<file path="config.mk">
export PLATFORM = sky130hd
export DESIGN_NAME = rfu_queue
export DESIGN_NICKNAME = d
export VERILOG_FILES = /design/src/rfu_pkg.sv /design/src/rfu_queue.sv
export SDC_FILE = /design/constraint.sdc
export NUM_CORES = 1
export LEC_CHECK = 0
export CAP_MARGIN = 15
export CORE_AREA = 3 3 109 111
export CTS_BUF_LIST = sky130_fd_sc_hd__clkbuf_4
export CTS_CLUSTER_SIZE = 30
export DETAILED_ROUTE_END_ITERATION = 7
export DIE_AREA = 0 0 112 114
export DONT_BUFFER_PORTS = 1
export PLACE_DENSITY_LB_ADDON = 0.05
export SLEW_MARGIN = 20
export SYNTH_ARGS = -nofsm -noshare
export SYNTH_HDL_FRONTEND = slang
export SYNTH_SLANG_ARGS = --single-unit
</file>
<file path="constraint.sdc">
create_clock -name clk -period 3.59 [get_ports clk]
set_input_delay 0.5385 -clock clk [delete_from_list [all_inputs] [get_ports clk]]
set_output_delay 0.5385 -clock clk [all_outputs]
set_load 0.02 [all_outputs]
</file>
<file path="src/rfu_pkg.sv">
// types, constants and helper functions of the rle frame unpacker
`timescale 1ns / 1ps

package rfu_pkg;

    localparam int PIXEL_COUNT_BITS = 20;
    localparam int CMP_BITS = (PIXEL_COUNT_BITS > 9) ? PIXEL_COUNT_BITS : 9;

    localparam int JOB_DEPTH = 4;
    localparam int JOB_PTR_BITS = $clog2(JOB_DEPTH);
    localparam int OUT_DEPTH = 4;
    localparam int OUT_PTR_BITS = $clog2(OUT_DEPTH);

    localparam logic [7:0] SKIP_CODE = 8'd254;
    localparam logic [7:0] RAMP_STEP = 8'd18;
    localparam logic [7:0] RAMP_TOP  = 8'd15;
    localparam logic [7:0] RAMP_MAX  = 8'd255;

    localparam logic OP_DATA    = 1'b0;
    localparam logic OP_PALETTE = 1'b1;

    localparam logic [1:0] MODE_PALETTE = 2'd0;
    localparam logic [1:0] MODE_ALPHA   = 2'd1;

    typedef enum logic [2:0] {
        REG_RUN_MARKER         = 3'd0,
        REG_FRAME_PIXELS       = 3'd1,
        REG_PIXEL_MODE         = 3'd2,
        REG_TRANSPARENT_COLOR  = 3'd3,
        REG_CODE_MARKER_KEY    = 3'd4,
        REG_CODE_HIGHBIT_KEY   = 3'd5,
        REG_CODE_MARKER_DELTA  = 3'd6,
        REG_CODE_HIGHBIT_DELTA = 3'd7
    } reg_index_t;

    typedef struct packed {
        logic        op;
        logic [7:0]  byte_value;
        logic [7:0]  palette_index;
        logic [23:0] palette_color;
    } item_t;

    typedef struct packed {
        logic [31:0] pixel_word;
        logic [8:0]  run_length;
        logic        skip;
        logic        frame_end;
        logic        bad_method;
    } result_t;

    typedef struct packed {
        logic [7:0]  run_marker;
        logic [19:0] frame_pixels;
        logic [1:0]  pixel_mode;
        logic [23:0] transparent_color;
        logic [7:0]  code_marker_key;
        logic [7:0]  code_highbit_key;
        logic [7:0]  code_marker_delta;
        logic [7:0]  code_highbit_delta;
    } cfg_t;

    typedef struct packed {
        logic        wr;
        logic [7:0]  index;
        logic [23:0] color;
        logic [8:0]  run_length;
        logic        skip;
        logic        frame_end;
        logic        bad_method;
        logic        zero_word;
    } job_t;

    function automatic logic [7:0] alpha_ramp(input logic [7:0] idx);
        logic [7:0] val;
        if (idx > RAMP_TOP)
        begin
            val = RAMP_MAX;
        end
        else if (idx == RAMP_TOP)
        begin
            val = RAMP_STEP;
        end
        else
        begin
            val = 8'(idx * RAMP_STEP);
        end
        return val;
    endfunction

endpackage

</file>
<file path="src/rfu_queue.sv">
// short job queue between the front end and the back end
`timescale 1ns / 1ps

module rfu_queue (
    input  logic          clk,
    input  logic          rst_n,
    input  logic          push,
    input  rfu_pkg::job_t job_in,
    output logic          full,
    input  logic          pop,
    output logic          valid,
    output rfu_pkg::job_t job_out
);
    import rfu_pkg::*;

    job_t                  entry_reg [JOB_DEPTH];
    logic [JOB_PTR_BITS-1:0] wr_ptr_reg, wr_ptr_next;
    logic [JOB_PTR_BITS-1:0] rd_ptr_reg, rd_ptr_next;
    logic [JOB_PTR_BITS:0]   count_reg, count_next;
    logic                    do_push;
    logic                    do_pop;

    assign full    = (count_reg == (JOB_PTR_BITS+1)'(JOB_DEPTH));
    assign valid   = (count_reg != '0);
    assign job_out = entry_reg[rd_ptr_reg];
    assign do_push = push && !full;
    assign do_pop  = pop && valid;

    always_comb
    begin
        wr_ptr_next = do_push ? wr_ptr_reg + 1'b1 : wr_ptr_reg;
        rd_ptr_next = do_pop ? rd_ptr_reg + 1'b1 : rd_ptr_reg;
        count_next  = count_reg;
        if (do_push && !do_pop)
            count_next = count_reg + 1'b1;
        else if (do_pop && !do_push)
            count_next = count_reg - 1'b1;
    end

    always_ff @(posedge clk or negedge rst_n)
    begin
        if (!rst_n)
        begin
            wr_ptr_reg <= '0;
            rd_ptr_reg <= '0;
            count_reg  <= '0;
        end
        else
        begin
            wr_ptr_reg <= wr_ptr_next;
            rd_ptr_reg <= rd_ptr_next;
            count_reg  <= count_next;
        end
    end

    always_ff @(posedge clk)
    begin
        if (do_push)
            entry_reg[wr_ptr_reg] <= job_in;
    end

endmodule

</file>
# Yosys cells after proc, flatten, opt, wreduce, memory -nomap -nowiden
# Memories as Yosys holds them, arrays and structs flattened.
# Cells that the tools add are included.
[totals] regBits=7 latch_bits=0 mem_bits_rw=184 romBits=0 out_inout_bits=48 word_cells=22 mem_count=1
[classes] add_sub_neg=4 n_mul=0 div_mod_pow=0 n_lt_le_gt_ge=0 n_eq_ne=1 n_shift=0 muxes=4 n_bitwise=0 n_reduce_logical=9
[mem_list] name="entry_reg" depth=4 word_bits=46 rd=1 rd_clocked_by_memory_dff=0 wr=1 line="rfu_queue.sv:16" rtl="job_t entry_reg [JOB_DEPTH];"
[op_table] op="2-to-1 mux 3 bit" n=2
[op_table] op="adder 2 x 1 -> 2 bit (second input constant)" n=2
[op_table] op="logical AND 1 bit" n=4
[op_table] op="adder 3 x 1 -> 3 bit (second input constant)" n=1
[op_table] op="== test 3 bit (second input constant)" n=1
[op_table] op="logical NOT 1 bit" n=3
[op_table] op="nonzero test 3 bit" n=1
[op_table] op="subtractor 3 x 1 -> 3 bit (second input constant)" n=1
[op_table] op="2-to-1 mux 1 bit" n=2
[op_table] op="nonzero test 2 bit" n=1

# Depth between registers and ports, before layout
[depth] word_depth=7 mapped_depth=9 mapped_depth_nobuf=8

# Least setup slack after synthesis
# No wires, ideal clock.
[synth_timing] kind="register to register" startpoint="register count_reg[2]" endpoint="memory entry_reg[0][0] (netlist name) (enable)" setup_time_ps=408 arrival_time_ps=1959 required_time_ps=3182 path_slack_ps=1222 stages_incl_launch_ff=5 path_buffers=1 path_cell_list="dfrtp_1 nor3b_2 nor2b_1 buf_2 and2_1"
[synth_via] elab_chain_cells=5
[synth_rtl] element="start, declared" line="rfu_queue.sv:19" rtl="logic [JOB_PTR_BITS:0] count_reg, count_next;"
[synth_rtl] element="start signal, assigned" line="rfu_queue.sv:52" rtl="count_reg <= count_next;"
[synth_rtl] element="== test 3 bit" line="rfu_queue.sv:23" rtl="assign full = (count_reg == (JOB_PTR_BITS+1)'(JOB_DEPTH));"
[synth_rtl] element="named net full" line="rfu_queue.sv:9" rtl="output logic full,"
[synth_rtl] element="logical NOT 1 bit" line="rfu_queue.sv:26" rtl="assign do_push = push && !full;"
[synth_rtl] element="logical AND 1 bit" line="rfu_queue.sv:26"
[synth_rtl] element="named net do_push" line="rfu_queue.sv:20" rtl="logic do_push;"
[synth_rtl] element="2-to-1 mux 1 bit" line="rfu_queue.sv:58" rtl="if (do_push)"
[synth_rtl] element="2-to-1 mux 1 bit (not written as such)" line="rfu_queue.sv:59" rtl="entry_reg[wr_ptr_reg] <= job_in;"
[synth_rtl] element="end, declared" line="rfu_queue.sv:16"
# The timed path passes the listed nets, and every way through them passes these cells.

==> results.json <==
{
  "powerDensity_nw_per_um2": 804.2,
  "io_pins": 98,
  "die_height_um": 114,
  "fillers": 661,
  "drt_iter0_markers": 175,
  "final-setup-viol-count": 0,
  "htree_levels": 4,
  "maxCapViolCount": 0,
  "required_ns": 3.05,
  "drc_errors": 0,
  "netlist_instances": 275,
  "final_nets": 346,
  "grt_util_all_layers": 0.1849,
  "antenna_left": 0,
  "sw_frac_of_total": 0.3342,
  "p_switching_mw": 2.024,
  "ys_seq_area_frac": 0.8091,
  "grt_pass1_vias": 3037,
  "grt-ovfl-total": 0,
  "layout-drive-gt1-share": 0.2947,
  "worst_pin_slew_ns": 0.5531,
  "ctsLongestPathBuffers": 2,
  "reg2reg_slack_ns": 1.33,
  "ys_top_cells_by_area": "edfxtp_1 78%, mux4_2 15%, dfrtp_1 2.5%, ha_1 0.89%, xnor2_1 0.50%",
  "p_seq_frac": 0.523,
  "tns_ns": 0,
  "initial_core_util": 0.6471,
  "hpwlAfterDp_mm": 6.492,
  "area_delta_synth_final_pct": 6.873,
  "num_rows": 38,
  "wl_per_cell_um": 24.17,
  "vdd_drop_max_uv": 374.4,
  "vias": 2765,
  "avgSynthCellArea_um2": 25.62,
  "fmax_mhz": 365.6,
  "slew_viol_final": 0,
  "largest_reg_flops": 184,
  "slew_headroom": 0.6312,
  "critPathLaunchType": "flip-flop",
  "cp_max_fo": 31,
  "vias_per_cell": 6.256,
  "p_comb_frac": 0.311,
  "clkLatencyLatePin_ns": 0.53,
  "fp.dieW_um": 112,
  "hold_viol": 0,
  "clock_skew_ns": 0.01238,
  "dp.cells": 410,
  "rsz0062_at_grt": "false",
  "clk_pin_slew_ns": 0.14,
  "detail_route.wirelength_mm": 10.69,
  "final_cell_count_no_fill": 442,
  "p_clk_frac": 0.166,
  "grt_max_degree": 40,
  "ys_ff_latch": 191,
  "p_leak_nw": 2.360,
  "p_int_mw": 4.031,
  "clock-sinks": 191,
  "ys_types": 20,
  "setup_ws_ns": 0.8551,
  "arrival_ns": 2.20,
  "postCtsSetupBuffers": 0,
  "cts_tree": "done",
  "antenna_found_initial": 0,
  "syn-cell-area_um2": 7046,
  "outcome": "finished clean",
  "gp_congestion": 0.6726,
  "coreArea_um2": 10890,
  "yosys_warnings": 0,
  "fin_crit_sh": 0.7618,
  "n_antenna_cell": 0,
  "hold_path.class": "in2reg",
  "yosysTopAreaCell": "edfxtp_1",
  "period_needed_ns": 2.735,
  "cts-root-buf": "clkbuf_4",
  "critPathKind": "reg2out",
  "port-buffer-count": 0,
  "grt_pass1_wl_mm": 17.11,
  "netlist.area_leader.share": 0.7842,
  "crit_path_end_kind": "output port",
  "cts_made_buffers": 17,
  "syn-num-nets": 331,
  "dp_slack_ns": 1.338,
  "drt_pre_antenna_iters": 4,
  "die_area_um2": 12770
}
cells in the final DEF (no fill, tap or decap):
cell | synthesis | routed
edfxtp_1 | 184 | 184
mux4_2 | 46 | 46
clkbuf_4 | 0 | 17
buf_12 | 0 | 6
ha_1 | 5 | 5
dfrtp_1 | 7 | 5
and2_2 | 0 | 4
xnor2_1 | 4 | 4
inv_1 | 3 | 3
clkinv_1 | 0 | 3
clkinv_4 | 0 | 3
inv_6 | 0 | 3
mux2_2 | 2 | 2
xor2_1 | 2 | 2
clkinvlp_4 | 0 | 2
clkinv_2 | 0 | 2
nor3b_2 | 1 | 1
nor2b_1 | 1 | 1
or3_1 | 1 | 1
nand2_1 | 1 | 1
nand3_1 | 1 | 1
nor2_1 | 1 | 1
fa_1 | 1 | 1
bufinv_16 | 0 | 1
dlygate4sd3_1 | 0 | 1
dfrtp_4 | 0 | 1
dfrtp_2 | 0 | 1
Yosys cell counts (all sizes together):
cell type	n
or3	1
nand2	1
mux2	2
inv	3
nand3	1
nor2	1
buf	10
ha	5
fa	1
mux4	46
nor2b	1
clkbuf	1
xor2	2
dfrtp	7
xnor2	4
nor3b	1
edfxtp	184
and2	4
path summary, 6_finish.rpt:
path / start / to / depth (start not counted)
setup / recovery: rd_ptr_reg[0] / job_out[45] / 2
hold / removal: job_in[33] / entry_reg[0][33] / 0
setup reg to reg: count_reg[0] / count_reg[2] / 8
hold reg to reg: count_reg[2] / count_reg[2] / 1
max in group asynchronous: rst_n / rd_ptr_reg[1] / 1
min in group asynchronous: rst_n / rd_ptr_reg[0] / 1
kinds of logic after synthesis:
group / count (synthesis) / synth area share
adders and majority gates: 6 / 0.01172
buffers and inverters: 14 / 0.01261
xor gates and xnor gates: 6 / 0.007459
and+or+nand+nor: 10 / 0.008878
muxes: 48 / 0.1502
DFF: 191 / 0.8091
through the flow:
step / total power, mW / utilization / area (um^2) / hold slack [ns]
2_1_floorplan: 4.752 / - / 7046 / 0.2429
3_3_place_gp: 5.135 / 0.6680 / 7273 / 0.2432
3_5_place_dp: 5.168 / 0.6680 / 7273 / 0.2432
4_1_cts: 6.174 / 0.6916 / 7530 / 0.02082
5_1_grt: 6.392 / 0.6916 / 7530 / 0.0008186
6_report: 6.055 / 0.6916 / 7530 / 0.09229
power groups by stage:
stage / clock (mW) / combinational, mW / sequential (mW)
2_1_floorplan: 0 / 1.66 / 3.09
3_3_place_gp: 0 / 1.93 / 3.21
3_5_place_dp: 0 / 1.93 / 3.24
4_1_cts: 1.05 / 1.94 / 3.18
5_1_grt: 1.15 / 2.02 / 3.22
6_report: 1.00 / 1.88 / 3.17
critical path, cell delays in order (launching register included):
cell,delay [ns]
dfrtp_4,0.70
buf_12,0.31
mux4_2,0.64
layer usage:
| layer | vias up | global-route usage | wire [um] |
|---|---|---|---|
| met4 | 0 | 0.05609 | 54 |
| met1 | 1472 | 0.2316 | 4137 |
| li1 | 1194 | - | - |
| met5 | - | 0 | 0 |
| met3 | 5 | 0.08117 | 952 |
| met2 | 94 | 0.2986 | 5541 |
final cells by class:
cell class,instances,area (um^2),area share
Sequential cell,191,5705,0.7577
Multi-Input combinational cell,70,1261,0.1675
Tap cell,140,175.2,0.02326
Timing Repair Buffer,7,130.1,0.01728
Clock buffer,17,127.6,0.01695
Clock inverter,14,118.9,0.01579
Inverter,3,11.26,0.001496
repair_timing:
action | in CTS | in global routing
resized for setup | 0 | 0
hold endpoints to repair | 7 | 0
hold buffers | 1 | 0
(Power assumes the default switching activity.)
