`config.mk`:
```
export PLATFORM = sky130hd
export DESIGN_NAME = rfu_front
export DESIGN_NICKNAME = d
export VERILOG_FILES = /design/src/rfu_pkg.sv /design/src/rfu_front.sv
export SDC_FILE = /design/constraint.sdc
export NUM_CORES = 1
export LEC_CHECK = 0
export ABC_AREA = 1
export CAP_MARGIN = 20
export CORE_MARGIN = 2
export CORE_UTILIZATION = 25
export CTS_CLUSTER_DIAMETER = 30
export DETAILED_ROUTE_END_ITERATION = 10
export DONT_BUFFER_PORTS = 1
export GPL_TIMING_DRIVEN = 0
export PLACE_DENSITY = 0.42
export SYNTH_ARGS = -nofsm -noshare
export SYNTH_HDL_FRONTEND = slang
export SYNTH_SLANG_ARGS = --single-unit
```
`constraint.sdc`:
```
create_clock -name clk -period 8.5 [get_ports clk]
set_clock_uncertainty 0.05 [all_clocks]
set_input_delay 1.7 -clock clk [delete_from_list [all_inputs] [get_ports clk]]
set_output_delay 1.7 -clock clk [all_outputs]
set_load 0.005 [all_outputs]
```
`src/rfu_pkg.sv`:
```
// types, constants and helper functions of the rle frame unpacker
`timescale 1ns / 1ps

package rfu_pkg;

    localparam int PIXEL_COUNT_BITS = 20;
    localparam int CMP_BITS = (PIXEL_COUNT_BITS > 9) ? PIXEL_COUNT_BITS : 9;

    localparam int JOB_DEPTH = 4;
    localparam int JOB_PTR_BITS = $clog2(JOB_DEPTH);
    localparam int OUT_DEPTH = 4;
    localparam int OUT_PTR_BITS = $clog2(OUT_DEPTH);

    localparam logic [7:0] SKIP_CODE = 8'd254;
    localparam logic [7:0] RAMP_STEP = 8'd18;
    localparam logic [7:0] RAMP_TOP  = 8'd15;
    localparam logic [7:0] RAMP_MAX  = 8'd255;

    localparam logic OP_DATA    = 1'b0;
    localparam logic OP_PALETTE = 1'b1;

    localparam logic [1:0] MODE_PALETTE = 2'd0;
    localparam logic [1:0] MODE_ALPHA   = 2'd1;

    typedef enum logic [2:0] {
        REG_RUN_MARKER         = 3'd0,
        REG_FRAME_PIXELS       = 3'd1,
        REG_PIXEL_MODE         = 3'd2,
        REG_TRANSPARENT_COLOR  = 3'd3,
        REG_CODE_MARKER_KEY    = 3'd4,
        REG_CODE_HIGHBIT_KEY   = 3'd5,
        REG_CODE_MARKER_DELTA  = 3'd6,
        REG_CODE_HIGHBIT_DELTA = 3'd7
    } reg_index_t;

    typedef struct packed {
        logic        op;
        logic [7:0]  byte_value;
        logic [7:0]  palette_index;
        logic [23:0] palette_color;
    } item_t;

    typedef struct packed {
        logic [31:0] pixel_word;
        logic [8:0]  run_length;
        logic        skip;
        logic        frame_end;
        logic        bad_method;
    } result_t;

    typedef struct packed {
        logic [7:0]  run_marker;
        logic [19:0] frame_pixels;
        logic [1:0]  pixel_mode;
        logic [23:0] transparent_color;
        logic [7:0]  code_marker_key;
        logic [7:0]  code_highbit_key;
        logic [7:0]  code_marker_delta;
        logic [7:0]  code_highbit_delta;
    } cfg_t;

    typedef struct packed {
        logic        wr;
        logic [7:0]  index;
        logic [23:0] color;
        logic [8:0]  run_length;
        logic        skip;
        logic        frame_end;
        logic        bad_method;
        logic        zero_word;
    } job_t;

    function automatic logic [7:0] alpha_ramp(input logic [7:0] idx);
        logic [7:0] val;
        if (idx > RAMP_TOP)
        begin
            val = RAMP_MAX;
        end
        else if (idx == RAMP_TOP)
        begin
            val = RAMP_STEP;
        end
        else
        begin
            val = 8'(idx * RAMP_STEP);
        end
        return val;
    endfunction

endpackage

```
`src/rfu_front.sv`:
```
// front end: parses packed bytes, turns each literal or run into a job and passes palette writes on as jobs
`timescale 1ns / 1ps

module rfu_front (
    input  logic           clk,
    input  logic           rst_n,
    input  rfu_pkg::cfg_t  cfg,
    input  logic           push,
    input  rfu_pkg::item_t item,
    output logic           full,
    output logic           job_push,
    output rfu_pkg::job_t  job,
    input  logic           job_full
);
    import rfu_pkg::*;

    typedef enum logic [2:0] {
        PH_METHOD,
        PH_DATA,
        PH_MCOUNT,
        PH_MVALUE,
        PH_HVALUE
    } phase_t;

    phase_t                      phase_reg, phase_next;
    logic [1:0]                  kind_reg, kind_next;
    logic [PIXEL_COUNT_BITS-1:0] pixels_left_reg, pixels_left_next;
    logic [8:0]                  pending_reg, pending_next;

    logic                        accept;
    logic [7:0]                  b;
    logic                        matched;
    logic [PIXEL_COUNT_BITS-1:0] pl_init;
    logic                        emit;
    logic [7:0]                  emit_value;
    logic [8:0]                  emit_count;
    logic [8:0]                  clip_count;
    logic [PIXEL_COUNT_BITS-1:0] left_after;

    assign full    = job_full;
    assign accept  = push && !job_full;
    assign b       = item.byte_value;
    assign pl_init = PIXEL_COUNT_BITS'(cfg.frame_pixels);

    always_comb
    begin
        phase_next       = phase_reg;
        kind_next        = kind_reg;
        pixels_left_next = pixels_left_reg;
        pending_next     = pending_reg;
        job_push         = 1'b0;
        job              = '0;
        matched          = 1'b1;
        emit             = 1'b0;
        emit_value       = b;
        emit_count       = 9'd1;
        clip_count       = 9'd0;
        left_after       = '0;

        if (accept)
        begin
            if (item.op == OP_PALETTE)
            begin
                job_push  = 1'b1;
                job.wr    = 1'b1;
                job.index = item.palette_index;
                job.color = item.palette_color;
            end
            else
            begin
                case (phase_reg)
                    PH_METHOD:
                    begin
                        if (b == cfg.code_marker_key)
                            kind_next = 2'd0;
                        else if (b == cfg.code_highbit_key)
                            kind_next = 2'd1;
                        else if (b == cfg.code_marker_delta)
                            kind_next = 2'd2;
                        else if (b == cfg.code_highbit_delta)
                            kind_next = 2'd3;
                        else
                            matched = 1'b0;

                        if (!matched)
                        begin
                            job_push       = 1'b1;
                            job.bad_method = 1'b1;
                            job.zero_word  = 1'b1;
                        end
                        else if (pl_init == '0)
                        begin
                            pixels_left_next = '0;
                            job_push         = 1'b1;
                            job.frame_end    = 1'b1;
                            job.zero_word    = 1'b1;
                        end
                        else
                        begin
                            pixels_left_next = pl_init;
                            phase_next       = PH_DATA;
                        end
                    end
                    PH_DATA:
                    begin
                        if (kind_reg[0])
                        begin
                            if (!b[7])
                            begin
                                emit = 1'b1;
                            end
                            else
                            begin
                                pending_next = {2'b00, b[6:0]};
                                phase_next   = PH_HVALUE;
                            end
                        end
                        else if (b != cfg.run_marker)
                        begin
                            emit = 1'b1;
                        end
                        else
                        begin
                            phase_next = PH_MCOUNT;
                        end
                    end
                    PH_MCOUNT:
                    begin
                        if (b < 8'd2)
                        begin
                            emit       = 1'b1;
                            emit_value = cfg.run_marker;
                            emit_count = {1'b0, b} + 9'd1;
                        end
                        else
                        begin
                            pending_next = {1'b0, b} + 9'd1;
                            phase_next   = PH_MVALUE;
                        end
                    end
                    PH_MVALUE, PH_HVALUE:
                    begin
                        emit       = 1'b1;
                        emit_count = pending_reg;
                    end
                    default:
                    begin
                        phase_next = PH_METHOD;
                    end
                endcase
            end
        end

        if (emit)
        begin
            // clip the run to what is left of the frame
            if (CMP_BITS'(emit_count) > CMP_BITS'(pixels_left_reg))
                clip_count = 9'(pixels_left_reg);
            else
                clip_count = emit_count;
            left_after = PIXEL_COUNT_BITS'(CMP_BITS'(pixels_left_reg) - CMP_BITS'(clip_count));

            job_push         = 1'b1;
            job.index        = emit_value;
            job.run_length   = clip_count;
            job.skip         = kind_reg[1] && (emit_value == SKIP_CODE);
            job.zero_word    = kind_reg[1] && (emit_value == SKIP_CODE);
            job.frame_end    = (left_after == '0);
            pixels_left_next = left_after;
            phase_next       = (left_after == '0) ? PH_METHOD : PH_DATA;
        end
    end

    always_ff @(posedge clk or negedge rst_n)
    begin
        if (!rst_n)
        begin
            phase_reg       <= PH_METHOD;
            kind_reg        <= 2'd0;
            pixels_left_reg <= '0;
            pending_reg     <= 9'd0;
        end
        else
        begin
            phase_reg       <= phase_next;
            kind_reg        <= kind_next;
            pixels_left_reg <= pixels_left_next;
            pending_reg     <= pending_next;
        end
    end

endmodule

```
== Yosys cells after proc, flatten, opt, wreduce, memory -nomap -nowiden ==
Cells that the tools add are included.
Widths: inputs -> output; s select.

* Bits in registers: 34
* Bits in latches: 0
* Memory bits (writable): 0
* Bits in read-only memories: 0
* Input port bits: 131
* Output and inout bits: 48
* Logic and storage cells: 110
* Memories kept: 0

* $add $sub $neg: 2
* Multiply operators: 0
* Div/mod/pow operators: 0
* Order comparisons: 2
* Equality and inequality tests: 20
* Shift-type cells: 0
* Multiplexer cells: 65
* Bitwise logic cells: 1
* Reductions and logical operators: 16

{| class="wikitable"
|+ Operators by type and width
! kind !! number
|-
| $mux 20 || 6
|-
| $mux 9 || 8
|-
| $mux 33 || 2
|-
| $logic_not 20->1 || 2
|-
| $mux 8 || 5
|-
| $mux 3 || 12
|-
| $pmux 9 s2 || 2
|-
| $eq 8x8->1 || 4
|-
| $mux 1 || 23
|-
| $gt 9x20->1 || 1
|-
| $sub 20x9->20 || 1
|-
| $pmux 3 s4 || 1
|-
| $mux 11 || 1
|-
| $add 8x1->9 const B || 1
|-
| $ne 3x3->1 const B || 3
|-
| $eq 8x8->1 const B || 1
|-
| $lt 8x2->1 const B || 1
|-
| $mux 2 || 4
|-
| $ne 2x2->1 const B || 4
|-
| $ne 4x4->1 const B || 2
|-
| $ne 8x8->1 || 1
|-
| $reduce_and 4->1 || 2
|-
| $reduce_and 8->1 || 1
|-
| $reduce_bool 2->1 || 4
|-
| 12 further kinds || 14
|}

== Longest topological paths before layout ==
Gate-level depths: netlist of run 1.

* Word-level depth: 13
* Mapped depth: 39

== Worst setup path before layout of run 1 ==
No wires, ideal clock.

* Kind: input to output
* Start: input item[38] (netlist bit)
* End: output job[2] (netlist bit)
* Arrival time: 5.282 ns
* Data required time: 6.750 ns
* Path slack: 1.468 ns
* Cell stages on the path: 36
* Buffers on the path: 2
* Path through: buf_2 inv_1 nand4_1 nor4_2 nand3_1 o21ai_0 nand2_1 inv_1 ha_1 nand2_1 nand2_1 nand2_1 nand2_1 nand2_1 nand3_1 nand2_4 inv_1 clkbuf_1 nand2_1 o21ai_0 ha_1 a21oi_1 o21ai_0 a21oi_1 nor2_1 nand3_2 nor2_1 nor2_2 nand3_1 nand2_1 nand2_1 inv_2 nand2_1 nor3_1 nand2_1 nand2_1

{| class="wikitable"
|+ RTL lines
! item !! line !! source
|-
| start: declaration || rfu_front.sv:9 || <nowiki>input rfu_pkg::item_t item,</nowiki>
|-
| end: declaration || rfu_front.sv:12 || <nowiki>output rfu_pkg::job_t job,</nowiki>
|}

==> flow_summary.html, run 1 <==
<table>
<tr><th>Metric</th><th>Value</th></tr>
<tr><th colspan="2">STA</th></tr>
<tr><td>Hold WS</td><td>0.491 ns</td></tr>
<tr><td>Period minus WS final</td><td>7.96 ns</td></tr>
<tr><td>Number of failing setup endpoints in the final timing report</td><td>0</td></tr>
<tr><td>Worst slew margin relative to its limit</td><td>53.0%</td></tr>
<tr><td>Transition time at the pin with the least slew margin</td><td>0.702 ns</td></tr>
<tr><td>Final worst path period share</td><td>93.7%</td></tr>
<tr><td>Final setup slack of the worst path</td><td>0.537 ns</td></tr>
<tr><td>TNS Setup</td><td>0 ns</td></tr>
<tr><td>Final Max Tran Viols</td><td>0</td></tr>
<tr><td>Maximum frequency from static timing analysis</td><td>0.126 GHz</td></tr>
<tr><td>Hold violation count in the final report</td><td>0</td></tr>
<tr><th colspan="2">Synthesis</th></tr>
<tr><td>Main synth FF type</td><td>sky130_fd_sc_hd__dfrtp_1</td></tr>
<tr><td>Net count of the mapped netlist</td><td>852</td></tr>
<tr><td>Library cells used by synthesis</td><td>53</td></tr>
<tr><td>Area of the mapped netlist</td><td>4310 µm²</td></tr>
<tr><td>Share of synthesized flip-flops with an asynchronous set or reset</td><td>100%</td></tr>
<tr><td>Sequential cell area fraction in the yosys report</td><td>19.8%</td></tr>
<tr><td>YS warnings</td><td>0</td></tr>
<tr><td>Number of enable-type register cells in the synthesized netlist</td><td>0</td></tr>
<tr><td>Average cell area after synthesis</td><td>6.13 µm²</td></tr>
<tr><td>Instance count of the mapped netlist</td><td>702</td></tr>
<tr><td>Yosys reg bits</td><td>34</td></tr>
<tr><th colspan="2">Setup path</th></tr>
<tr><td>Destination of the worst register-to-register timing path</td><td>phase_reg[0]$_DFFE_PN0P_</td></tr>
<tr><td>FF-to-FF path depth</td><td>32</td></tr>
<tr><td>Critical path buffers and inverters</td><td>5</td></tr>
<tr><td>Critical path class</td><td>input port to output pin</td></tr>
<tr><td>Crit. End Element</td><td>output pin</td></tr>
<tr><td>Standard cell with the maximum stage delay on the critical path</td><td>sky130_fd_sc_hd__ha_1</td></tr>
<tr><td>Crit path largest cell delay</td><td>0.39 ns</td></tr>
<tr><td>Data arrival, critical path</td><td>6.21 ns</td></tr>
<tr><td>Cell occurring most often along the worst timing path</td><td>sky130_fd_sc_hd__nand2_1</td></tr>
<tr><td>Worst-path fanout max</td><td>10</td></tr>
<tr><td>CP delay by family, top</td><td>simple AND/OR/NAND/NOR gates</td></tr>
<tr><td>Startpoint class of the critical path</td><td>input port</td></tr>
<tr><td>Internal reg-to-reg setup slack</td><td>3.50 ns</td></tr>
<tr><td>Worst path required time</td><td>6.75 ns</td></tr>
<tr><td>Reg-to-reg critical path startpoint</td><td>phase_reg[2]$_DFFE_PN0P_</td></tr>
<tr><th colspan="2">Route</th></tr>
<tr><td>Post-detailed-route DRC marker count</td><td>0</td></tr>
<tr><td>Iter 0 DRT Violations</td><td>220</td></tr>
<tr><td>Final routed wire length divided by cell count</td><td>17.2 µm</td></tr>
<tr><td>DR pass1 iterations</td><td>4</td></tr>
<tr><td>Vias after detailed routing</td><td>4647</td></tr>
<tr><td>Post-Route WL</td><td>16.0 mm</td></tr>
<tr><td>Routed via count divided by cell count</td><td>5.00</td></tr>
<tr><td>Routed Antenna Nets</td><td>0</td></tr>
<tr><th colspan="2">Clock network</th></tr>
<tr><td>CTS sink cnt</td><td>34</td></tr>
<tr><td>TritonCTS clock tree</td><td>yes</td></tr>
<tr><td>Clock latency on the worst-skew pair</td><td>0.29 ns</td></tr>
<tr><td>CTS root buffer</td><td>sky130_fd_sc_hd__clkbuf_16</td></tr>
<tr><td>CTS Hold Buffers Added</td><td>0</td></tr>
<tr><td>Deepest level of the CTS H-tree</td><td>2</td></tr>
<tr><td>Post_cts resized</td><td>0</td></tr>
<tr><td>Inserted Clock Buffers</td><td>5</td></tr>
<tr><td>Clock slew at reported path FFs</td><td>0.06 ns</td></tr>
<tr><td>Post-CTS Repair Setup Buffers</td><td>0</td></tr>
<tr><td>Maximum clock path buffer count</td><td>2</td></tr>
<tr><th colspan="2">Hold path</th></tr>
<tr><td>Hold Path Cell Cnt</td><td>2</td></tr>
<tr><td>Startpoint of the tightest hold check path</td><td>pending_reg[1]$_DFFE_PN0P_</td></tr>
<tr><td>Endpoint of the worst hold path</td><td>pending_reg[1]$_DFFE_PN0P_</td></tr>
<tr><td>Type of the worst min-delay path</td><td>flip-flop to flip-flop</td></tr>
<tr><th colspan="2">Die</th></tr>
<tr><td>Die boundary width</td><td>135 µm</td></tr>
<tr><td>Die outline area</td><td>18300 µm²</td></tr>
<tr><td>Number of rows created at floorplan</td><td>47</td></tr>
<tr><td>Initial standard-cell utilization of the core</td><td>25.8%</td></tr>
<tr><td>Top Ports</td><td>179</td></tr>
<tr><td>Die height</td><td>135 µm</td></tr>
<tr><td>Placeable core area</td><td>16700 µm²</td></tr>
<tr><th colspan="2">Global route</th></tr>
<tr><td>Via count of the first global-routing pass</td><td>4673</td></tr>
<tr><td>Global-route total usage across every layer</td><td>17.5%</td></tr>
<tr><td>Maximum number of pins on one net before global-route repair</td><td>35</td></tr>
<tr><td>Initial antenna violation count</td><td>0</td></tr>
<tr><td>Leftover overflow at the end of global routing</td><td>0</td></tr>
<tr><td>Wire length of the first global-routing pass</td><td>25.1 mm</td></tr>
<tr><th colspan="2">Finish</th></tr>
<tr><td>Layout Nets</td><td>859</td></tr>
<tr><td>Flip-flop count of the largest register, all copies and words added</td><td>20</td></tr>
<tr><td>Post-layout instance area</td><td>4780 µm²</td></tr>
<tr><td>Fraction of layout instances using a drive strength above 1</td><td>10.1%</td></tr>
<tr><td>Fill cells</td><td>1954</td></tr>
<tr><td>Number of antenna cells inserted</td><td>0</td></tr>
<tr><td>Area growth from synthesis to layout</td><td>10.9%</td></tr>
<tr><th colspan="2">Placed design</th></tr>
<tr><td>Routability-driven placement congestion ratio</td><td>0.944</td></tr>
<tr><td>Count of input and output buffers</td><td>0</td></tr>
<tr><td>Dpl cell area</td><td>4580 µm²</td></tr>
<tr><td>Worst-case setup slack after placement</td><td>0.274 ns</td></tr>
<tr><td>Sum of net half-perimeters after detailed placement</td><td>13.2 mm</td></tr>
<tr><th colspan="2">Power</th></tr>
<tr><td>Power density over cell area</td><td>228 nW/µm²</td></tr>
<tr><td>Internal Power</td><td>0.000561 W</td></tr>
<tr><td>Total design power</td><td>0.00109 W</td></tr>
<tr><td>Clk network pwr share</td><td>20.5%</td></tr>
<tr><td>Switching Fraction</td><td>48.6%</td></tr>
<tr><td>Reported leakage power</td><td>2.16 nW</td></tr>
<tr><td>Peak VDD IR</td><td>0.0860 mV</td></tr>
<tr><td>Portion of total power attributed to combinational logic</td><td>52.9%</td></tr>
<tr><td>Register share of total power</td><td>26.7%</td></tr>
<tr><td>Switching power summed over all nets</td><td>0.000530 W</td></tr>
<tr><th colspan="2">Run</th></tr>
<tr><td>Max-capacitance violation count</td><td>0</td></tr>
<tr><th colspan="2">Run status</th></tr>
<tr><td>Result of the run</td><td>completed</td></tr>
</table>
through the flow:
| stage | instances | utilization, % |
|---|---|---|
| 2_1_floorplan | 702 | - |
| 3_3_place_gp | 922 | 27.4 |
| 3_5_place_dp | 922 | 27.4 |
| 4_1_cts | 930 | 28.4 |
| 5_1_grt | 930 | 28.6 |
| 6_report | 930 | 28.6 |
cell families (layout without fill, tap and decap cells):
family / count (synthesis) / after routing / synth area share (%)
simple gates: 383 / 383 / 40.9
buf+inv: 122 / 130 / 11.4
compound gates: 105 / 105 / 14.3
xor+xnor: 38 / 38 / 7.73
flops: 34 / 34 / 19.8
fa+ha+maj: 19 / 19 / 5.70
mux: 1 / 1 / 0.262
area by class of cell:
cell class	count	area [µm²]	share of cell area (%)
Sequential cell	34	851	17.8
Inverter	97	365	7.65
Clock inverter	3	45.0	0.943
Tap cell	220	275	5.76
Multi-Input combinational cell	546	2990	62.6
Clock buffer	5	125	2.62
Buffer	25	125	2.62
worst min-delay path, cell delays in order (launching register included):
cell	delay (ns)
sky130_fd_sc_hd__dfrtp_1	0.32
sky130_fd_sc_hd__inv_1	0.04
sky130_fd_sc_hd__o21ai_0	0.14
power by group through the flow:
stage               combinational (W)  clock [W]  sequential, W
finish                       0.000577   0.000223       0.000291
global route                 0.000656   0.000232       0.000302
CTS                          0.000575   0.000226       0.000291
detailed placement           0.000570          0       0.000293
global placement             0.000566          0       0.000293
floorplan                    0.000445          0       0.000277
worst max-delay path by stage:
stage | slack (ns) | depth (start not counted) | start | end
5_1_grt | -0.06 | 32 | item[39] | job[2]
2_1_floorplan | 1.47 | 36 | item[38] | job[2]
6_report | 0.54 | 32 | item[39] | job[2]
3_3_place_gp | 0.29 | 35 | push | job[2]
3_5_place_dp | 0.27 | 35 | push | job[2]
4_1_cts | 0.25 | 35 | push | job[2]
placed cells by master, fill, tap and decap left out, types with 18 or more instances in the layout:
master | netlist | layout
sky130_fd_sc_hd__nand4_1 | 18 | 18
sky130_fd_sc_hd__o21ai_0 | 41 | 41
sky130_fd_sc_hd__xor2_1 | 22 | 22
sky130_fd_sc_hd__inv_1 | 86 | 86
sky130_fd_sc_hd__nand3_1 | 42 | 42
sky130_fd_sc_hd__dfrtp_1 | 34 | 34
sky130_fd_sc_hd__a21oi_1 | 24 | 24
sky130_fd_sc_hd__ha_1 | 18 | 18
sky130_fd_sc_hd__nor2_1 | 98 | 98
sky130_fd_sc_hd__nand2_1 | 161 | 161
per-layer routing:
metal	vias up	global-route usage [%]	routed length, µm
met3	13	2.96	1150
li1	2319	-	-
met4	0	3.53	214
met1	2144	23.5	7280
met5	-	0	0
met2	171	29.8	7380
Yosys cell counts (2+ instances only):
cell / instances / area, µm²
sky130_fd_sc_hd__dfrtp_1: 34 / 851
sky130_fd_sc_hd__buf_2: 12 / 60.1
sky130_fd_sc_hd__nor4_1: 10 / 62.6
sky130_fd_sc_hd__o22ai_1: 11 / 68.8
sky130_fd_sc_hd__nand3_2: 2 / 20.0
sky130_fd_sc_hd__o21ai_1: 3 / 15.0
sky130_fd_sc_hd__inv_2: 8 / 30.0
sky130_fd_sc_hd__a21oi_1: 24 / 120
sky130_fd_sc_hd__o31ai_1: 3 / 22.5
sky130_fd_sc_hd__inv_1: 86 / 323
sky130_fd_sc_hd__or2_2: 9 / 56.3
sky130_fd_sc_hd__nand2_4: 3 / 33.8
sky130_fd_sc_hd__nor2_1: 98 / 368
sky130_fd_sc_hd__ha_1: 18 / 225
sky130_fd_sc_hd__a22o_1: 3 / 26.3
sky130_fd_sc_hd__o211ai_1: 3 / 22.5
sky130_fd_sc_hd__nand2_1: 161 / 604
sky130_fd_sc_hd__buf_4: 2 / 15.0
sky130_fd_sc_hd__o21ai_0: 41 / 205
sky130_fd_sc_hd__nor2_2: 8 / 50.1
sky130_fd_sc_hd__nand3_1: 42 / 210
sky130_fd_sc_hd__clkbuf_1: 9 / 33.8
sky130_fd_sc_hd__nand2_2: 5 / 31.3
sky130_fd_sc_hd__clkinv_1: 2 / 7.51
sky130_fd_sc_hd__o221ai_1: 6 / 52.6
sky130_fd_sc_hd__a31oi_1: 3 / 18.8
sky130_fd_sc_hd__nor3_1: 16 / 80.1
sky130_fd_sc_hd__nand4_1: 18 / 113
sky130_fd_sc_hd__xor2_1: 22 / 193
sky130_fd_sc_hd__a211oi_1: 2 / 15.0
sky130_fd_sc_hd__xnor2_1: 16 / 140
Power figures use the tool's default switching activity.
==> run 2: changes to the inputs <==
--- a/config.mk
+++ b/config.mk
@@ -14,6 +14,7 @@
 export DONT_BUFFER_PORTS = 1
 export GPL_TIMING_DRIVEN = 0
 export PLACE_DENSITY = 0.42
+export REMOVE_ABC_BUFFERS = 1
 export SYNTH_ARGS = -nofsm -noshare
 export SYNTH_HDL_FRONTEND = slang
 export SYNTH_SLANG_ARGS = --single-unit
==> flow_summary.html, run 2 (synthesized netlist as in run 1, its figures left out) <==
<table>
<tr><th>Metric</th><th>Value</th></tr>
<tr><th colspan="2">Run status</th></tr>
<tr><td>Result of the run</td><td>completed</td></tr>
<tr><th colspan="2">Die</th></tr>
<tr><td>Die boundary width</td><td>135 µm</td></tr>
<tr><td>Number of rows created at floorplan</td><td>47</td></tr>
<tr><td>Initial standard-cell utilization of the core</td><td>25.8%</td></tr>
<tr><td>Placeable core area</td><td>16700 µm²</td></tr>
<tr><td>Die height</td><td>135 µm</td></tr>
<tr><td>Die outline area</td><td>18300 µm²</td></tr>
<tr><td>Top Ports</td><td>179</td></tr>
<tr><th colspan="2">Route</th></tr>
<tr><td>Detail Route met2 WL</td><td>6.85 mm</td></tr>
<tr><td>Post-Route WL</td><td>14.8 mm</td></tr>
<tr><td>Vias after detailed routing</td><td>4485</td></tr>
<tr><td>Post-detailed-route DRC marker count</td><td>0</td></tr>
<tr><td>Iter 0 DRT Violations</td><td>288</td></tr>
<tr><td>Met1 Routed Length</td><td>6.75 mm</td></tr>
<tr><td>Routed Antenna Nets</td><td>0</td></tr>
<tr><td>DR pass1 iterations</td><td>5</td></tr>
<tr><td>Top Layer Used</td><td>met4</td></tr>
<tr><td>Final routed wire length divided by cell count</td><td>16.4 µm</td></tr>
<tr><td>Routed length on met3</td><td>1.00 mm</td></tr>
<tr><td>Routed via count divided by cell count</td><td>4.97</td></tr>
<tr><th colspan="2">Power</th></tr>
<tr><td>Reported leakage power</td><td>2.07 nW</td></tr>
<tr><td>Internal Power</td><td>0.000529 W</td></tr>
<tr><td>Clk network pwr share</td><td>17.8%</td></tr>
<tr><td>Peak VDD IR</td><td>0.0772 mV</td></tr>
<tr><td>Portion of total power attributed to combinational logic</td><td>54.0%</td></tr>
<tr><td>Switching power summed over all nets</td><td>0.000507 W</td></tr>
<tr><td>Register share of total power</td><td>28.3%</td></tr>
<tr><td>Total design power</td><td>0.00104 W</td></tr>
<tr><td>Switching Fraction</td><td>48.9%</td></tr>
<tr><td>Power density over cell area</td><td>224 nW/µm²</td></tr>
<tr><th colspan="2">Setup path</th></tr>
<tr><td>CP delay by family, top</td><td>simple AND/OR/NAND/NOR gates</td></tr>
<tr><td>Worst path required time</td><td>6.75 ns</td></tr>
<tr><td>Destination of the worst register-to-register timing path</td><td>phase_reg[0]$_DFFE_PN0P_</td></tr>
<tr><td>Critical path class</td><td>input port to output pin</td></tr>
<tr><td>Reg-to-reg critical path startpoint</td><td>phase_reg[2]$_DFFE_PN0P_</td></tr>
<tr><td>Worst-path fanout max</td><td>15</td></tr>
<tr><td>Crit path largest cell delay</td><td>0.43 ns</td></tr>
<tr><td>Internal reg-to-reg setup slack</td><td>3.14 ns</td></tr>
<tr><td>FF-to-FF path depth</td><td>34</td></tr>
<tr><td>Standard cell with the maximum stage delay on the critical path</td><td>sky130_fd_sc_hd__fa_1</td></tr>
<tr><td>Data arrival, critical path</td><td>6.20 ns</td></tr>
<tr><td>Startpoint class of the critical path</td><td>input port</td></tr>
<tr><td>Critical path buffers and inverters</td><td>6</td></tr>
<tr><td>Crit. End Element</td><td>output pin</td></tr>
<tr><td>Cell occurring most often along the worst timing path</td><td>sky130_fd_sc_hd__nand2_1</td></tr>
<tr><th colspan="2">Placed design</th></tr>
<tr><td>Post-Place Cells</td><td>897</td></tr>
<tr><td>Count of input and output buffers</td><td>0</td></tr>
<tr><td>Worst-case setup slack after placement</td><td>0.416 ns</td></tr>
<tr><td>Routability-driven placement congestion ratio</td><td>0.863</td></tr>
<tr><td>Sum of net half-perimeters after detailed placement</td><td>11.9 mm</td></tr>
<tr><th colspan="2">STA</th></tr>
<tr><td>Final Max Tran Viols</td><td>0</td></tr>
<tr><td>Transition time at the pin with the least slew margin</td><td>0.847 ns</td></tr>
<tr><td>Final worst path period share</td><td>93.6%</td></tr>
<tr><td>Hold WS</td><td>0.493 ns</td></tr>
<tr><td>Final setup slack of the worst path</td><td>0.546 ns</td></tr>
<tr><td>Number of failing setup endpoints in the final timing report</td><td>0</td></tr>
<tr><td>Worst slew margin relative to its limit</td><td>43.4%</td></tr>
<tr><td>Period minus WS final</td><td>7.95 ns</td></tr>
<tr><td>Hold violation count in the final report</td><td>0</td></tr>
<tr><td>TNS Setup</td><td>0 ns</td></tr>
<tr><td>Maximum frequency from static timing analysis</td><td>0.126 GHz</td></tr>
<tr><th colspan="2">Finish</th></tr>
<tr><td>Area occupied by registers</td><td>851 µm²</td></tr>
<tr><td>Fraction of layout instances using a drive strength above 1</td><td>8.05%</td></tr>
<tr><td>Number of antenna cells inserted</td><td>0</td></tr>
<tr><td>Most common cell after layout, fill and taps aside</td><td>sky130_fd_sc_hd__nand2_1</td></tr>
<tr><td>Layout Nets</td><td>834</td></tr>
<tr><td>Fill cells</td><td>1908</td></tr>
<tr><td>Area of the multi-input gates</td><td>2990 µm²</td></tr>
<tr><td>Post-route insts no fill</td><td>903</td></tr>
<tr><td>Area growth from synthesis to layout</td><td>7.44%</td></tr>
<tr><td>Commonest cells after routing, fill and taps aside</td><td>sky130_fd_sc_hd__nand2_1 (161), sky130_fd_sc_hd__nor2_1 (98), sky130_fd_sc_hd__inv_1 (85), sky130_fd_sc_hd__nand3_1 (42), sky130_fd_sc_hd__o21ai_0 (41)</td></tr>
<tr><td>Flip-flop count of the largest register, all copies and words added</td><td>20</td></tr>
<tr><th colspan="2">Global route</th></tr>
<tr><td>Wire length of the first global-routing pass</td><td>23.4 mm</td></tr>
<tr><td>Global-route total usage across every layer</td><td>16.2%</td></tr>
<tr><td>Via count of the first global-routing pass</td><td>4413</td></tr>
<tr><td>Leftover overflow at the end of global routing</td><td>0</td></tr>
<tr><td>Initial antenna violation count</td><td>0</td></tr>
<tr><td>Maximum number of pins on one net before global-route repair</td><td>37</td></tr>
<tr><th colspan="2">Clock network</th></tr>
<tr><td>Clock latency on the worst-skew pair</td><td>0.29 ns</td></tr>
<tr><td>Inserted Clock Buffers</td><td>5</td></tr>
<tr><td>Deepest level of the CTS H-tree</td><td>2</td></tr>
<tr><td>Post-CTS Repair Setup Buffers</td><td>0</td></tr>
<tr><td>Maximum clock path buffer count</td><td>2</td></tr>
<tr><td>CTS sink cnt</td><td>34</td></tr>
<tr><td>CTS root buffer</td><td>sky130_fd_sc_hd__clkbuf_16</td></tr>
<tr><td>TritonCTS clock tree</td><td>yes</td></tr>
<tr><td>Clock slew at reported path FFs</td><td>0.05 ns</td></tr>
<tr><th colspan="2">Run</th></tr>
<tr><td>Max-capacitance violation count</td><td>0</td></tr>
<tr><th colspan="2">Hold path</th></tr>
<tr><td>Type of the worst min-delay path</td><td>flip-flop to flip-flop</td></tr>
<tr><td>Hold Path Cell Cnt</td><td>2</td></tr>
<tr><td>Startpoint of the tightest hold check path</td><td>kind_reg[1]$_DFFE_PN0P_</td></tr>
<tr><td>Endpoint of the worst hold path</td><td>kind_reg[1]$_DFFE_PN0P_</td></tr>
</table>
==> run 2: worst min-delay path: stages (launching register included) <==
cell,delay [ns]
sky130_fd_sc_hd__dfrtp_1,0.35
sky130_fd_sc_hd__inv_1,0.08
sky130_fd_sc_hd__a21oi_1,0.07
==> run 2: power by group through the flow <==
stage	Sequential [W]	Combinational [W]	Clock, W
2_1_floorplan	0.000277	0.000429	0
3_3_place_gp	0.000295	0.000545	0
3_5_place_dp	0.000295	0.000550	0
4_1_cts	0.000293	0.000553	0.000189
5_1_grt	0.000304	0.000638	0.000197
6_report	0.000293	0.000559	0.000184
==> run 2: per-layer routing <==
layer,vias to the layer above,track usage (%)
met2,156,27.2
met1,2059,21.5
met3,13,3.33
met5,-,0
li1,2257,-
met4,0,3.59
==> run 2: per-stage QoR <==
stage               utilization [%]  cell area, µm²
floorplan                         -            4180
global placement               26.7            4460
detailed placement             26.7            4460
CTS                            27.5            4600
global route                   27.7            4630
finish                         27.7            4630
==> run 2: worst max-delay path by stage <==
stage / from / endpoint / cells after the start
3_3_place_gp: push / job[2] / 36
2_1_floorplan: push / job[2] / 36
3_5_place_dp: push / job[2] / 36
4_1_cts: push / job[2] / 36
6_report: push / job[2] / 34
5_1_grt: push / job[2] / 34
==> run 2: layout make-up <==
| type | count | area share (%) |
|---|---|---|
| Tap cell | 220 | 5.95 |
| Sequential cell | 34 | 18.4 |
| Multi-Input combinational cell | 546 | 64.7 |
| Clock buffer | 6 | 3.00 |
| Inverter | 97 | 7.98 |
==> run 2: repair_timing <==
item                       in CTS  in global routing
setup endpoints to repair       0                  1
resized for setup               0                  5
hold buffers                    0                  0
==> run 3: changes to the inputs <==
--- a/config.mk
+++ b/config.mk
@@ -7,6 +7,7 @@
 export LEC_CHECK = 0
 export ABC_AREA = 1
 export CAP_MARGIN = 20
+export CORE_ASPECT_RATIO = 1.4
 export CORE_MARGIN = 2
 export CORE_UTILIZATION = 25
 export CTS_CLUSTER_DIAMETER = 30
==> flow_summary.html, run 3 (synthesized netlist as in run 1, its figures left out) <==
<table>
<tr><th>Metric</th><th>Value</th></tr>
<tr><th colspan="2">Global route</th></tr>
<tr><td>Wire length of the first global-routing pass</td><td>24.0 mm</td></tr>
<tr><td>Maximum number of pins on one net before global-route repair</td><td>37</td></tr>
<tr><td>Global-route total usage across every layer</td><td>16.5%</td></tr>
<tr><td>Leftover overflow at the end of global routing</td><td>0</td></tr>
<tr><td>Initial antenna violation count</td><td>0</td></tr>
<tr><td>Via count of the first global-routing pass</td><td>4574</td></tr>
<tr><th colspan="2">Die</th></tr>
<tr><td>Number of rows created at floorplan</td><td>56</td></tr>
<tr><td>Initial standard-cell utilization of the core</td><td>25.6%</td></tr>
<tr><td>Die boundary width</td><td>115 µm</td></tr>
<tr><td>Placeable core area</td><td>16800 µm²</td></tr>
<tr><td>Die height</td><td>159 µm</td></tr>
<tr><td>Top Ports</td><td>179</td></tr>
<tr><td>Die outline area</td><td>18300 µm²</td></tr>
<tr><th colspan="2">Clock network</th></tr>
<tr><td>Deepest level of the CTS H-tree</td><td>2</td></tr>
<tr><td>CTS sink cnt</td><td>34</td></tr>
<tr><td>Clock latency on the worst-skew pair</td><td>0.29 ns</td></tr>
<tr><td>CTS Hold Buffers Added</td><td>0</td></tr>
<tr><td>TritonCTS clock tree</td><td>yes</td></tr>
<tr><td>Maximum clock path buffer count</td><td>2</td></tr>
<tr><td>Clock slew at reported path FFs</td><td>0.06 ns</td></tr>
<tr><td>CTS root buffer</td><td>sky130_fd_sc_hd__clkbuf_16</td></tr>
<tr><td>Inserted Clock Buffers</td><td>5</td></tr>
<tr><th colspan="2">Placed design</th></tr>
<tr><td>Worst-case setup slack after placement</td><td>0.176 ns</td></tr>
<tr><td>Routability-driven placement congestion ratio</td><td>0.844</td></tr>
<tr><td>Sum of net half-perimeters after detailed placement</td><td>12.3 mm</td></tr>
<tr><td>Count of input and output buffers</td><td>0</td></tr>
<tr><td>Dpl cell area</td><td>4440 µm²</td></tr>
<tr><td>Post-Place Cells</td><td>880</td></tr>
<tr><th colspan="2">Power</th></tr>
<tr><td>Switching Fraction</td><td>49.1%</td></tr>
<tr><td>Switching power summed over all nets</td><td>0.000511 W</td></tr>
<tr><td>Internal Power</td><td>0.000530 W</td></tr>
<tr><td>Power density over cell area</td><td>225 nW/µm²</td></tr>
<tr><td>Portion of total power attributed to combinational logic</td><td>52.9%</td></tr>
<tr><td>Clk network pwr share</td><td>19.0%</td></tr>
<tr><td>Peak VDD IR</td><td>0.0647 mV</td></tr>
<tr><td>Register share of total power</td><td>28.1%</td></tr>
<tr><td>Total design power</td><td>0.00104 W</td></tr>
<tr><td>Reported leakage power</td><td>2.08 nW</td></tr>
<tr><th colspan="2">Finish</th></tr>
<tr><td>Flip-flop count of the largest register, all copies and words added</td><td>20</td></tr>
<tr><td>Post-layout instance area</td><td>4630 µm²</td></tr>
<tr><td>Commonest cells after routing, fill and taps aside</td><td>sky130_fd_sc_hd__nand2_1 (161), sky130_fd_sc_hd__nor2_1 (98), sky130_fd_sc_hd__inv_1 (85), sky130_fd_sc_hd__nand3_1 (42), sky130_fd_sc_hd__o21ai_0 (41)</td></tr>
<tr><td>Most common cell after layout, fill and taps aside</td><td>sky130_fd_sc_hd__nand2_1</td></tr>
<tr><td>Area growth from synthesis to layout</td><td>7.64%</td></tr>
<tr><td>Number of antenna cells inserted</td><td>0</td></tr>
<tr><td>Layout Nets</td><td>835</td></tr>
<tr><td>Fill cells</td><td>1916</td></tr>
<tr><td>Post-route insts no fill</td><td>889</td></tr>
<tr><td>Fraction of layout instances using a drive strength above 1</td><td>8.45%</td></tr>
<tr><th colspan="2">Setup path</th></tr>
<tr><td>Worst-path fanout max</td><td>7</td></tr>
<tr><td>Standard cell with the maximum stage delay on the critical path</td><td>sky130_fd_sc_hd__fa_1</td></tr>
<tr><td>Data arrival, critical path</td><td>6.18 ns</td></tr>
<tr><td>Crit. End Element</td><td>output pin</td></tr>
<tr><td>Worst path required time</td><td>6.75 ns</td></tr>
<tr><td>Startpoint class of the critical path</td><td>input port</td></tr>
<tr><td>Crit path largest cell delay</td><td>0.44 ns</td></tr>
<tr><td>Cell occurring most often along the worst timing path</td><td>sky130_fd_sc_hd__nand3_1</td></tr>
<tr><td>Critical path class</td><td>input port to output pin</td></tr>
<tr><th colspan="2">STA</th></tr>
<tr><td>Period minus WS final</td><td>7.93 ns</td></tr>
<tr><td>Hold violation count in the final report</td><td>0</td></tr>
<tr><td>Final worst path period share</td><td>93.2%</td></tr>
<tr><td>RSZ-0062 raised after global routing</td><td>false</td></tr>
<tr><td>Worst slew margin relative to its limit</td><td>38.9%</td></tr>
<tr><td>TNS Setup</td><td>0 ns</td></tr>
<tr><td>Final setup slack of the worst path</td><td>0.575 ns</td></tr>
<tr><td>Number of failing setup endpoints in the final timing report</td><td>0</td></tr>
<tr><td>Maximum frequency from static timing analysis</td><td>0.126 GHz</td></tr>
<tr><td>Transition time at the pin with the least slew margin</td><td>0.914 ns</td></tr>
<tr><td>Final Max Tran Viols</td><td>0</td></tr>
<tr><th colspan="2">Route</th></tr>
<tr><td>Routed Antenna Nets</td><td>0</td></tr>
<tr><td>Final routed wire length divided by cell count</td><td>17.1 µm</td></tr>
<tr><td>Iter 0 DRT Violations</td><td>183</td></tr>
<tr><td>DR pass1 iterations</td><td>6</td></tr>
<tr><td>Post-Route WL</td><td>15.2 mm</td></tr>
<tr><td>Post-detailed-route DRC marker count</td><td>0</td></tr>
<tr><td>Vias after detailed routing</td><td>4498</td></tr>
<tr><td>Routed via count divided by cell count</td><td>5.06</td></tr>
<tr><th colspan="2">Run status</th></tr>
<tr><td>Result of the run</td><td>completed</td></tr>
<tr><th colspan="2">Hold path</th></tr>
<tr><td>Type of the worst min-delay path</td><td>flip-flop to flip-flop</td></tr>
<tr><th colspan="2">Run</th></tr>
<tr><td>Max-capacitance violation count</td><td>0</td></tr>
</table>
==> run 3: cell count changes in the layout (fill, tap and decap cells not counted), sizes merged <==
| cell | change |
|---|---|
| buf | +1 |
| clkbuf | +1 |
| clkinv | +1 |
==> run 3: what timing repair did <==
item | in CTS | in global routing
setup endpoints to repair | 0 | 1
endpoints found under the hold margin | 0 | 0
buffers inserted | 0 | 1
resized for setup | 0 | 6
==> run 3: per-layer routing <==
layer	GRT usage (%)	part of all wire, %
met1	18.6	40
met2	31.0	52
met3	2.44	5.0
met4	5.64	2.6
met5	0	0
==> run 3: area by class of cell <==
type,instances,area [µm²],share of cell area (%)
multi-input combinational,546,2990,64.6
sequential,34,851,18.4
inverter,97,369,7.96
tap,203,254,5.48
clock buffer,7,143,3.08
timing repair buffer,1,20.0,0.432
clock inverter,1,5.00,0.108
==> run 3: path summary, 6_finish.rpt <==
kind                                           from                              end  slack [ns]  cells after the start
max reg2reg                phase_reg[0]$_DFFE_PN0P_         phase_reg[0]$_DFFE_PN0P_        3.23                     32
max in group asynchronous                     rst_n  pixels_left_reg[17]$_DFFE_PN0P_        7.26                      0
min in group asynchronous                     rst_n   pixels_left_reg[2]$_DFFE_PN0P_        1.05                      0
min                         kind_reg[1]$_DFFE_PN0P_          kind_reg[1]$_DFFE_PN0P_        0.49                      2
max                                            push                           job[2]        0.57                     32
min reg2reg                 kind_reg[1]$_DFFE_PN0P_          kind_reg[1]$_DFFE_PN0P_        0.49                      2
==> run 3: critical path, delay by kind of cell <==
| kind | cells | cell delay (ns) |
|---|---|---|
| simple gates | 22 | 2.55 |
| compound gates | 1 | 0.22 |
| fa+ha+maj | 3 | 0.92 |
| buf+inv | 5 | 0.48 |
| xor+xnor | 1 | 0.29 |
==> run 3: power groups by stage <==
| stage | registers, W | clock network, W | logic (W) |
|---|---|---|---|
| after floorplan | 0.000277 | 0 | 0.000429 |
| after global placement | 0.000293 | 0 | 0.000546 |
| after detailed placement | 0.000296 | 0 | 0.000549 |
| after CTS | 0.000293 | 0.000204 | 0.000552 |
| after global routing | 0.000302 | 0.000208 | 0.000631 |
| final | 0.000293 | 0.000198 | 0.000551 |
==> run 3: stage by stage <==
stage | hold slack (ns) | utilization (%)
finish | 0.485 | 27.6
global placement | 0.471 | 26.4
global route | 0.518 | 27.6
CTS | 0.496 | 27.3
floorplan | 0.446 | -
detailed placement | 0.484 | 26.4
